==> src/rtl/lsmt_pkg.sv <==
package lsmt_pkg;

	// Display modes as reported on the mode output.
	typedef enum logic [1:0] {
		MODE_HBLANK = 2'd0,
		MODE_VBLANK = 2'd1,
		MODE_OAM    = 2'd2,
		MODE_DRAW   = 2'd3
	} mode_t;

	// Configuration register indexes.
	typedef enum logic [2:0] {
		REG_LINE_COMPARE = 3'd0,
		REG_STAT_SELECT  = 3'd1,
		REG_WINDOW_ON    = 3'd2,
		REG_WINDOW_Y     = 3'd3,
		REG_WINDOW_X     = 3'd4
	} reg_index_t;

	localparam int unsigned DOTS_W   = 7;
	localparam int unsigned ACCUM_W  = 10;
	localparam int unsigned LINE_W   = 8;
	localparam int unsigned CFG_W    = 8;

	localparam logic [DOTS_W-1:0]  DOTS_MAX    = 7'd80;
	localparam logic [ACCUM_W-1:0] OAM_DOTS    = 10'd80;
	localparam logic [ACCUM_W-1:0] DRAW_DOTS   = 10'd172;
	localparam logic [ACCUM_W-1:0] HBLANK_DOTS = 10'd204;
	localparam logic [ACCUM_W-1:0] LINE_DOTS   = 10'd456;
	localparam logic [LINE_W-1:0]  VBLANK_LINE = 8'd144;
	localparam logic [LINE_W-1:0]  FRAME_LINES = 8'd154;
	localparam logic [LINE_W-1:0]  WINX_MAX    = 8'd166;

	// Status interrupt select bits.
	localparam int unsigned SEL_HBLANK = 0;
	localparam int unsigned SEL_VBLANK = 1;
	localparam int unsigned SEL_OAM    = 2;
	localparam int unsigned SEL_MATCH  = 3;

	typedef struct packed {
		logic [LINE_W-1:0] line_compare;
		logic [3:0]        stat_select;
		logic              window_on;
		logic [LINE_W-1:0] window_y;
		logic [LINE_W-1:0] window_x;
	} cfg_t;

	typedef struct packed {
		logic [ACCUM_W-1:0] dot_accum;
		mode_t              cur_mode;
		logic [LINE_W-1:0]  cur_line;
		logic [LINE_W-1:0]  win_line;
		logic               match_flag;
	} state_t;

	typedef struct packed {
		logic scan_start;
		logic draw_start;
		logic frame_ready;
		logic vblank_irq;
		logic status_irq;
	} pulse_t;

endpackage

==> src/rtl/lcd_scanline_mode_timer.sv <==
// LCD scanline mode timer.
// Input channel (in_valid/in_ready/dots): each request carries the number of
// dot clocks elapsed since the previous one; counts above 80 are taken as 80.
// Output channel (out_valid/out_ready and the result ports): one result per
// request, showing mode, line, compare flag and window line after the update,
// together with the scan, draw and frame pulses and the interrupt requests.
// Configuration: write cfg_data to register cfg_index while cfg_we is high;
// the registers should be written only while no request is in flight.
// A request accepted into the input register moves on to the output register
// through the combinational mode update once the output register is free.
// Throughput: one request per cycle while results are taken; the input and
// output registers each hold one request, and the mode update is combinational.
// When the receiver stalls, the result holds on the output register and one
// more request waits in the input register before in_ready drops.
// Reset puts the block in OAM scan at line 0 with an empty accumulator and
// clears all configuration registers; no interrupt is raised for that mode.
module lcd_scanline_mode_timer (
	input  logic                          clk,
	input  logic                          arst_n,
	input  logic                          in_valid,
	output logic                          in_ready,
	input  logic [lsmt_pkg::DOTS_W-1:0]   dots,
	output logic                          out_valid,
	input  logic                          out_ready,
	output logic [1:0]                    mode,
	output logic [lsmt_pkg::LINE_W-1:0]   line,
	output logic                          line_match,
	output logic [lsmt_pkg::LINE_W-1:0]   window_line,
	output logic                          scan_start,
	output logic                          draw_start,
	output logic                          frame_ready,
	output logic                          vblank_irq,
	output logic                          status_irq,
	input  logic                          cfg_we,
	input  logic [2:0]                    cfg_index,
	input  logic [lsmt_pkg::CFG_W-1:0]    cfg_data
);

	lsmt_pkg::cfg_t                cfg_q;
	lsmt_pkg::state_t              state_q;
	lsmt_pkg::state_t              state_nxt;
	lsmt_pkg::pulse_t              pulse_nxt;
	lsmt_pkg::state_t              state_s2;
	lsmt_pkg::pulse_t              pulse_s2;
	logic                          valid_s1;
	logic [lsmt_pkg::DOTS_W-1:0]   dots_s1;
	logic                          valid_s2;
	logic                          advance;

	// The output register frees when empty or taken this cycle.
	assign advance  = !valid_s2 || out_ready;
	assign in_ready = !valid_s1 || advance;

	// Configuration writes; unknown indexes are ignored.
	always_ff @(posedge clk or negedge arst_n) begin
		if (!arst_n) begin
			cfg_q <= '0;
		end else if (cfg_we) begin
			case (lsmt_pkg::reg_index_t'(cfg_index))
				lsmt_pkg::REG_LINE_COMPARE: cfg_q.line_compare <= cfg_data;
				lsmt_pkg::REG_STAT_SELECT:  cfg_q.stat_select  <= cfg_data[3:0];
				lsmt_pkg::REG_WINDOW_ON:    cfg_q.window_on    <= cfg_data[0];
				lsmt_pkg::REG_WINDOW_Y:     cfg_q.window_y     <= cfg_data;
				lsmt_pkg::REG_WINDOW_X:     cfg_q.window_x     <= cfg_data;
				default: ;
			endcase
		end
	end

	// Input register, with the count saturated on the way in.
	always_ff @(posedge clk or negedge arst_n) begin
		if (!arst_n) begin
			valid_s1 <= 1'b0;
		end else if (in_ready) begin
			valid_s1 <= in_valid;
		end
	end

	always_ff @(posedge clk) begin
		if (in_ready && in_valid) begin
			dots_s1 <= (dots > lsmt_pkg::DOTS_MAX) ? lsmt_pkg::DOTS_MAX : dots;
		end
	end

	lsmt_step u_step (
		.st    (state_q),
		.cfg   (cfg_q),
		.dots  (dots_s1),
		.nxt   (state_nxt),
		.pulse (pulse_nxt)
	);

	// Timer state advances as each request moves to the output register.
	always_ff @(posedge clk or negedge arst_n) begin
		if (!arst_n) begin
			state_q  <= '{dot_accum: '0, cur_mode: lsmt_pkg::MODE_OAM, cur_line: '0,
				win_line: '0, match_flag: 1'b0};
			valid_s2 <= 1'b0;
		end else if (advance) begin
			valid_s2 <= valid_s1;
			if (valid_s1) begin
				state_q <= state_nxt;
			end
		end
	end

	always_ff @(posedge clk) begin
		if (advance && valid_s1) begin
			state_s2 <= state_nxt;
			pulse_s2 <= pulse_nxt;
		end
	end

	assign out_valid   = valid_s2;
	assign mode        = state_s2.cur_mode;
	assign line        = state_s2.cur_line;
	assign line_match  = state_s2.match_flag;
	assign window_line = state_s2.win_line;
	assign scan_start  = pulse_s2.scan_start;
	assign draw_start  = pulse_s2.draw_start;
	assign frame_ready = pulse_s2.frame_ready;
	assign vblank_irq  = pulse_s2.vblank_irq;
	assign status_irq  = pulse_s2.status_irq;

endmodule

==> src/rtl/lsmt_step.sv <==
module lsmt_step (
	input  lsmt_pkg::state_t               st,
	input  lsmt_pkg::cfg_t                 cfg,
	input  logic [lsmt_pkg::DOTS_W-1:0]    dots,
	output lsmt_pkg::state_t               nxt,
	output lsmt_pkg::pulse_t               pulse
);

	logic [lsmt_pkg::ACCUM_W-1:0] sum;
	logic [lsmt_pkg::LINE_W-1:0]  line_inc;
	logic                         line_eq;
	logic                         win_count;

	// The saturated count is at most 80 and the accumulator stays below 536,
	// so the sum never overflows ten bits.
	assign sum       = st.dot_accum + {{(lsmt_pkg::ACCUM_W-lsmt_pkg::DOTS_W){1'b0}}, dots};
	assign line_inc  = st.cur_line + 8'd1;
	assign line_eq   = (line_inc == cfg.line_compare);
	assign win_count = cfg.window_on && (st.cur_line >= cfg.window_y)
		&& (cfg.window_x <= lsmt_pkg::WINX_MAX);

	// One mode or line transition at most per request.
	always_comb begin
		nxt           = st;
		nxt.dot_accum = sum;
		pulse         = '0;
		case (st.cur_mode)
			lsmt_pkg::MODE_OAM: begin
				if (sum >= lsmt_pkg::OAM_DOTS) begin
					nxt.dot_accum    = sum - lsmt_pkg::OAM_DOTS;
					nxt.cur_mode     = lsmt_pkg::MODE_DRAW;
					pulse.scan_start = 1'b1;
				end
			end
			lsmt_pkg::MODE_DRAW: begin
				if (sum >= lsmt_pkg::DRAW_DOTS) begin
					nxt.dot_accum    = sum - lsmt_pkg::DRAW_DOTS;
					nxt.cur_mode     = lsmt_pkg::MODE_HBLANK;
					pulse.draw_start = 1'b1;
					pulse.status_irq = cfg.stat_select[lsmt_pkg::SEL_HBLANK];
				end
			end
			lsmt_pkg::MODE_HBLANK: begin
				if (sum >= lsmt_pkg::HBLANK_DOTS) begin
					nxt.dot_accum  = sum - lsmt_pkg::HBLANK_DOTS;
					if (win_count) begin
						nxt.win_line = st.win_line + 8'd1;
					end
					nxt.cur_line   = line_inc;
					nxt.match_flag = line_eq;
					if (line_inc == lsmt_pkg::VBLANK_LINE) begin
						nxt.cur_mode      = lsmt_pkg::MODE_VBLANK;
						pulse.frame_ready = 1'b1;
						pulse.vblank_irq  = 1'b1;
						pulse.status_irq  = (line_eq && cfg.stat_select[lsmt_pkg::SEL_MATCH])
							|| cfg.stat_select[lsmt_pkg::SEL_VBLANK];
					end else begin
						nxt.cur_mode     = lsmt_pkg::MODE_OAM;
						pulse.status_irq = (line_eq && cfg.stat_select[lsmt_pkg::SEL_MATCH])
							|| cfg.stat_select[lsmt_pkg::SEL_OAM];
					end
				end
			end
			lsmt_pkg::MODE_VBLANK: begin
				if (sum >= lsmt_pkg::LINE_DOTS) begin
					nxt.dot_accum    = sum - lsmt_pkg::LINE_DOTS;
					nxt.cur_line     = line_inc;
					nxt.match_flag   = line_eq;
					pulse.status_irq = line_eq && cfg.stat_select[lsmt_pkg::SEL_MATCH];
					// End of frame: wrap back to the first line.
					if (line_inc >= lsmt_pkg::FRAME_LINES) begin
						nxt.cur_line     = '0;
						nxt.win_line     = '0;
						nxt.cur_mode     = lsmt_pkg::MODE_OAM;
						pulse.status_irq = pulse.status_irq
							|| cfg.stat_select[lsmt_pkg::SEL_OAM];
					end
				end
			end
			default: begin
				nxt = st;
			end
		endcase
	end

endmodule

==> config.mk <==
export PLATFORM = sky130hd
export DESIGN_NAME = lcd_scanline_mode_timer
export DESIGN_NICKNAME = d
export VERILOG_FILES = /design/src/rtl/lsmt_pkg.sv /design/src/rtl/lcd_scanline_mode_timer.sv /design/src/rtl/lsmt_step.sv
export SDC_FILE = /design/constraint.sdc
export NUM_CORES = 1
export LEC_CHECK = 0
export ABC_AREA = 1
export BUFFER_PORTS_ARGS = -buffer_cell sky130_fd_sc_hd__clkbuf_2
export CAP_MARGIN = 10
export CORE_MARGIN = 1.5
export CORE_UTILIZATION = 30
export CTS_BUF_LIST = sky130_fd_sc_hd__clkbuf_16
export CTS_CLUSTER_SIZE = 20
export DETAILED_ROUTE_END_ITERATION = 8
export GPL_ROUTABILITY_DRIVEN = 1
export HOLD_SLACK_MARGIN = 0.08
export MAX_ROUTING_LAYER = met4
export PLACE_DENSITY_LB_ADDON = 0.12
export RECOVER_POWER = 100
export SYNTH_ARGS = -nofsm -noshare
export SYNTH_HDL_FRONTEND = slang
export SYNTH_SLANG_ARGS = --single-unit
export TNS_END_PERCENT = 1
==> constraint.sdc <==
create_clock -name clk -period 6.6 [get_ports clk]
set_input_delay 1.32 -clock clk [delete_from_list [all_inputs] [get_ports clk]]
set_output_delay 1.32 -clock clk [all_outputs]
set_load 0.01 [all_outputs]
# Yosys cells after proc, flatten, opt, wreduce, memory -nomap -nowiden
# Cells that the tools add are included.
# classes
n_addsub,7
mul,0
div_mod_pow,0
magnitude_cmp,8
n_eq_ne,9
shifts,0
muxes,18
bitwise_logic,0
reduce_logical,20
# op_table
cell,n
29-bit two-way mux,2
12-bit case mux with 4 select lines,1
17-bit case mux with 2 select lines,1
12-bit two-way mux,2
"10-bit by 8-bit greater-or-equal comparator with 1-bit output, second input constant",2
"10-bit by 8-bit subtractor with 10-bit output, second input constant",2
18-bit two-way mux,1
"8-bit by 1-bit adder with 8-bit output, second input constant",2
2-bit AND reduction,7
10-bit by 7-bit adder with 10-bit output,1
"10-bit by 7-bit greater-or-equal comparator with 1-bit output, second input constant",1
"10-bit by 9-bit greater-or-equal comparator with 1-bit output, second input constant",1
"10-bit by 7-bit subtractor with 10-bit output, second input constant",1
"10-bit by 9-bit subtractor with 10-bit output, second input constant",1
8-bit == test,1
"8-bit == test, second input constant",1
8-bit greater-or-equal comparator,1
"8-bit greater-or-equal comparator, second input constant",1
"8-bit <= comparator, second input constant",1
8-bit two-way mux,1
"7-bit greater-than comparator, second input constant",1
1-bit two-way mux,7
"3-bit by 2-bit == test with 1-bit output, second input constant",2
1-bit logical AND,5
other kinds (10),16
# word_totals
regBits,91
latch_bits,0
ram_bits,0
rom_bits,0
in_bits,23
output_inout_bits,26
elab_cells,84
memories,0

# Depth between registers and ports, before layout
# depth
depth_word,7
depth_mapped,22

# By module
# A second synthesis with hierarchy kept.
# unflattened
cells_unflattened,885
area_unflattened_um2,6408.6
# modules_own_cells
mod,n_inst,cells_per_inst,area_each_um2,seq_area_each_um2
lcd_scanline_mode_timer,1,309,3425.8,2433.6
lsmt_step,1,576,2982.9,0.0

# Least setup slack after synthesis
# No wires, ideal clock.
# synth_path
kind,register to register
start,reg state_q[21] in the netlist's numbering
end,reg state_s2 (netlist bit window_line[4]) (data pin)
setup_time_ns,0.255
arrival_ns,2.697
t_required_ns,6.345
path_slack_ns,3.648
stages_incl_launch_ff,19
n_path_buf,1
cell_sequence,dfrtp_1 > ha_1 > nand3_1 > nand3_2 > xnor2_1 > inv_1 > ha_1 > inv_1 > nand2_1 > inv_1 > nand2_1 > nand2_4 > nand2_4 > buf_4 > inv_1 > nor2_1 > nand3_1 > nand2_1 > and2_1
# synth_lines
element,line_no,source
start: declaration,lcd_scanline_mode_timer.sv:40,lsmt_pkg::state_t state_q;
start signal: assignment,lcd_scanline_mode_timer.sv:96,"state_q <= '{dot_accum: '0, cur_mode: lsmt_pkg::MODE_OAM, cur_line: '0,"
start signal: assignment,lcd_scanline_mode_timer.sv:102,state_q <= state_nxt;
end signal: assignment,lcd_scanline_mode_timer.sv:109,state_s2 <= state_nxt;
end: declaration,lcd_scanline_mode_timer.sv:43,lsmt_pkg::state_t state_s2;

==> metrics.txt <==
# TYPE chip_impl_metric gauge
chip_impl_metric{name="layout.core_utilization",unit="%"} 34.02
chip_impl_info{name="main_synth_ff_type",value="dfrtp_1"} 1
chip_impl_metric{name="postCtsResizedCells",unit=""} 0
chip_impl_metric{name="p_sw_share",unit="%"} 52.41
chip_impl_metric{name="cts.hold.buffers_added",unit=""} 0
chip_impl_metric{name="route.final.wire_length",unit="mm"} 17.11
chip_impl_metric{name="post_cts.repair.setup_buffers",unit=""} 0
chip_impl_metric{name="via_count",unit=""} 5627
chip_impl_metric{name="cts.reportedPaths.clkPinSlew",unit="ns"} 0.07
chip_impl_metric{name="die_y",unit="µm"} 147.1
chip_impl_metric{name="yosys.area_share.simple",unit="%"} 39.02
chip_impl_info{name="cp-endpoint",value="status_irq$_DFFE_PP_"} 1
chip_impl_metric{name="reg2reg_setup_slack",unit="ns"} 2.23
chip_impl_metric{name="remaining_drc_errors",unit=""} 0
chip_impl_metric{name="synth_compound_gate_area_share",unit="%"} 6.349
chip_impl_metric{name="yosys.area_share.xor_xnor",unit="%"} 2.190
chip_impl_metric{name="maximum_capacitance_violations",unit=""} 2
chip_impl_metric{name="route.detailed.wl_per_inst",unit="µm"} 14.23
chip_impl_metric{name="globalRoute.totalOverflow",unit=""} 0
chip_impl_metric{name="p_sw",unit="mW"} 1.883
chip_impl_metric{name="design.core.area",unit="mm²"} 0.02030
chip_impl_metric{name="io_buffers",unit=""} 48
chip_impl_info{name="hold_class",value="flip-flop to flip-flop"} 1
chip_impl_metric{name="layout_worst_path_cycle_share",unit="%"} 66.22
chip_impl_metric{name="clkSinkCount",unit=""} 90
chip_impl_metric{name="die-width",unit="µm"} 147.1
chip_impl_metric{name="cell_internal_pwr",unit="mW"} 1.710
chip_impl_metric{name="h_tree_lvl_count",unit=""} 3
chip_impl_metric{name="detail-route-antenna-nets",unit=""} 0
chip_impl_metric{name="synth.yosys.warnings",unit=""} 0
chip_impl_info{name="cts_root_buf",value="clkbuf_16"} 1
chip_impl_info{name="rsz0062_at_grt",value="no"} 1
chip_impl_info{name="tritoncts",value="built"} 1
chip_impl_metric{name="synth.lib_cells_used.distinct",unit=""} 47
chip_impl_metric{name="number_of_filler_cells_placed_in_the_layout",unit=""} 2239
chip_impl_metric{name="p_seq_share",unit="%"} 25.9
chip_impl_metric{name="worst_ep_arrival",unit="ns"} 4.47
chip_impl_metric{name="syn-num-nets",unit=""} 933
chip_impl_info{name="worst-setup-path-type",value="flip-flop to flip-flop"} 1
chip_impl_metric{name="irDropWorstVdd",unit="mV"} 0.2193
chip_impl_info{name="combinational_family_with_the_most_area_after_synthesis",value="simple AND/OR/NAND/NOR gates"} 1
chip_impl_metric{name="pwr-share-comb",unit="%"} 60.5
chip_impl_metric{name="grt_pass1_vias",unit=""} 5309
chip_impl_metric{name="largest_net_degree_at_the_start_of_global_routing",unit=""} 61
chip_impl_metric{name="synth-edff-count",unit=""} 30
chip_impl_info{name="crit_path_start",value="state_q[21]$_DFFE_PN0P_"} 1
chip_impl_metric{name="worst-slew-pin-transition",unit="ns"} 3.573
chip_impl_metric{name="maxSlewViolCount",unit=""} 90
chip_impl_metric{name="dr.first_iter.drc_count",unit=""} 393
chip_impl_metric{name="adder_cell_share_of_the_synthesized_area",unit="%"} 4.943
chip_impl_metric{name="syn_inst",unit=""} 886
chip_impl_metric{name="worstSkewPairLatency",unit="ns"} 0.36
chip_impl_metric{name="ys_seq_elements",unit=""} 90
chip_impl_metric{name="wire_length_of_the_first_global_routing_pass",unit="mm"} 28.36
chip_impl_info{name="r2r_start",value="state_q[21]$_DFFE_PN0P_"} 1
chip_impl_metric{name="initial_core_util",unit="%"} 30.68
chip_impl_info{name="failed_checks",value="max-capacitance violations, max-slew violations"} 1
chip_impl_metric{name="place.detailed.hpwl",unit="mm"} 12.28
chip_impl_info{name="worst_setup_path_end_kind",value="flip-flop"} 1
chip_impl_metric{name="diodes",unit=""} 0
chip_impl_metric{name="antenna_found_initial",unit=""} 0
chip_impl_metric{name="setup_tns",unit="ns"} 0
chip_impl_metric{name="power.density_cell_area",unit="mW/mm²"} 520.4
chip_impl_metric{name="synth.mux.area_fraction",unit="%"} 0.1607
chip_impl_metric{name="clock_power_share",unit="%"} 13.6
chip_impl_metric{name="gp_congestion",unit=""} 0.7996
chip_impl_metric{name="worstRegToRegCells",unit=""} 18
chip_impl_metric{name="boundaryPins",unit=""} 49
chip_impl_metric{name="async_flop_share",unit="%"} 66.67
chip_impl_metric{name="die_area",unit="mm²"} 0.02163
chip_impl_metric{name="cts_buffer_depth",unit=""} 2
chip_impl_metric{name="post_route_cells_drive_above_1_share",unit="%"} 6.438
chip_impl_metric{name="syn_area_per_cell",unit="µm²"} 7.028
chip_impl_info{name="timing.rr.end",value="status_irq$_DFFE_PP_"} 1
chip_impl_metric{name="achievable-frequency",unit="MHz"} 228.8
chip_impl_metric{name="grtUsageTotal",unit="%"} 17.16
chip_impl_info{name="final_cell_mix",value="338 x nand2_1, 112 x nand3_1, 103 x inv_1, 60 x nor2_1, 59 x dfrtp_1"} 1
chip_impl_metric{name="power.leakage",unit="nW"} 3.552
chip_impl_metric{name="timing.critical_path.fanout_max",unit=""} 23
chip_impl_metric{name="post_synth_instance_area",unit="mm²"} 0.006227
chip_impl_metric{name="setup_violations",unit=""} 0
chip_impl_metric{name="clock_skew",unit="ns"} 0.008545
chip_impl_metric{name="final_hold_viol_count",unit=""} 0
chip_impl_metric{name="tritoncts.num_buffers",unit=""} 9
chip_impl_metric{name="ys_seq_area_share",unit="%"} 38.60
chip_impl_metric{name="worstPathRequired",unit="ns"} 6.70
chip_impl_metric{name="area_growth",unit="%"} 10.89
chip_impl_metric{name="final_net_count",unit=""} 974
chip_impl_metric{name="slew_headroom",unit="%"} -138.2
chip_impl_info{name="status",value="complete, but fails checks"} 1
chip_impl_metric{name="finalCriticalPeriod",unit="ns"} 4.371
chip_impl_info{name="critical_path.startpoint_type",value="flip-flop"} 1
chip_impl_info{name="layout.cells.most_common",value="nand2_1"} 1
chip_impl_metric{name="dr_vias_cell",unit=""} 4.681
chip_impl_metric{name="drt-pass1-iter-count",unit=""} 5
chip_impl_metric{name="std_cell_rows",unit=""} 52
==> synth_stat cells, types with 5 or more instances <==
master	instances	area, µm²
o21ai_0	36	180.2
a21oi_1	13	65.06
nor2_1	60	225.2
nand3_1	111	555.5
buf_4	6	45.04
nand2_2	8	50.05
inv_1	103	386.6
nand2_1	334	1254
nand2_4	7	78.83
edfxtp_1	30	900.9
clkbuf_1	10	37.54
nand4_1	15	93.84
dfrtp_1	59	1476
o211ai_1	5	37.54
ha_1	23	287.8
xor2_1	12	105.1
==> worst min path at each step <==
stage / cells after the start / to / slack (ns) / from
after global placement: 2 / cfg_q[11]$_DFFE_PN0P_ / 0.47 / cfg_q[11]$_DFFE_PN0P_
final: 2 / cfg_q[13]$_DFFE_PN0P_ / 0.49 / cfg_q[13]$_DFFE_PN0P_
after floorplan: 2 / cfg_q[16]$_DFFE_PN0P_ / 0.45 / cfg_q[16]$_DFFE_PN0P_
after detailed placement: 2 / cfg_q[1]$_DFFE_PN0P_ / 0.47 / cfg_q[1]$_DFFE_PN0P_
after global routing: 2 / cfg_q[6]$_DFFE_PN0P_ / 0.51 / cfg_q[6]$_DFFE_PN0P_
after CTS: 2 / cfg_q[1]$_DFFE_PN0P_ / 0.49 / cfg_q[1]$_DFFE_PN0P_
==> sequential cells by signal, indices dropped and copies added, names as in the netlist <==
name,cells
cfg_q,29
dots_s1,7
draw_start,1
frame_ready,1
line,8
line_match,1
mode,2
out_valid,1
scan_start,1
state_q,29
status_irq,1
valid_s1,1
window_line,8
==> cell families (layout without fill, tap and decap cells) <==
family,count (synthesis),after routing
xor+xnor,14,14
flops,90,90
mux,1,1
compound gates,71,71
fa+ha+maj,24,24
simple gates,555,555
buf+inv,131,177
==> per-stage QoR <==
stage	power [mW]	setup WS [ns]	hold WS (ns)	std cells	instance area, µm²
final	3.593	2.229	0.4866	1202	6905
after global routing	3.992	1.532	0.5084	1202	6905
after CTS	3.675	2.996	0.4910	1202	6975
after detailed placement	3.158	3.032	0.4741	1186	6706
after global placement	3.174	3.141	0.4715	1186	6706
after floorplan	2.619	3.648	0.4468	886	6227
==> layer usage <==
layer | GRT usage [%] | up-vias | routed length, µm
met5 | - | - | 0
met1 | 24.70 | 2566 | 8884
met2 | 24.81 | 109 | 7397
met4 | 4.850 | 0 | 194
li1 | - | 2939 | -
met3 | 2.671 | 13 | 633
==> power groups by stage <==
stage | sequential [mW] | combinational (mW) | clock [mW]
CTS | 0.931 | 2.23 | 0.514
global placement | 0.945 | 2.23 | 0
floorplan | 0.904 | 1.72 | 0
global route | 0.952 | 2.51 | 0.535
detailed placement | 0.940 | 2.22 | 0
finish | 0.930 | 2.17 | 0.490
==> layout make-up <==
cell class | count | area (µm²) | share of cell area [%]
Clock buffer | 9 | 225.2 | 3.261
Clock inverter | 7 | 43.79 | 0.6342
Inverter | 108 | 407.9 | 5.907
Multi-Input combinational cell | 665 | 3254 | 47.13
Sequential cell | 90 | 2404 | 34.81
Tap cell | 270 | 337.8 | 4.892
Timing Repair Buffer | 53 | 232.7 | 3.370
==> critical path, cell delays in order (launching register included) <==
cell     delay [ns]
dfrtp_1        0.38
ha_1           0.37
nand3_1        0.13
nand3_1        0.12
xnor2_1        0.52
inv_1          0.25
ha_1           0.26
inv_1          0.06
nand2_1        0.06
inv_1          0.10
nand2_1        0.08
nand2_1        0.19
nand2_1        0.49
nand2_1        0.52
inv_1          0.22
nand2_1        0.15
inv_1          0.06
nand2_1        0.06
nand4_1        0.09
Power figures use the tool's default switching activity.
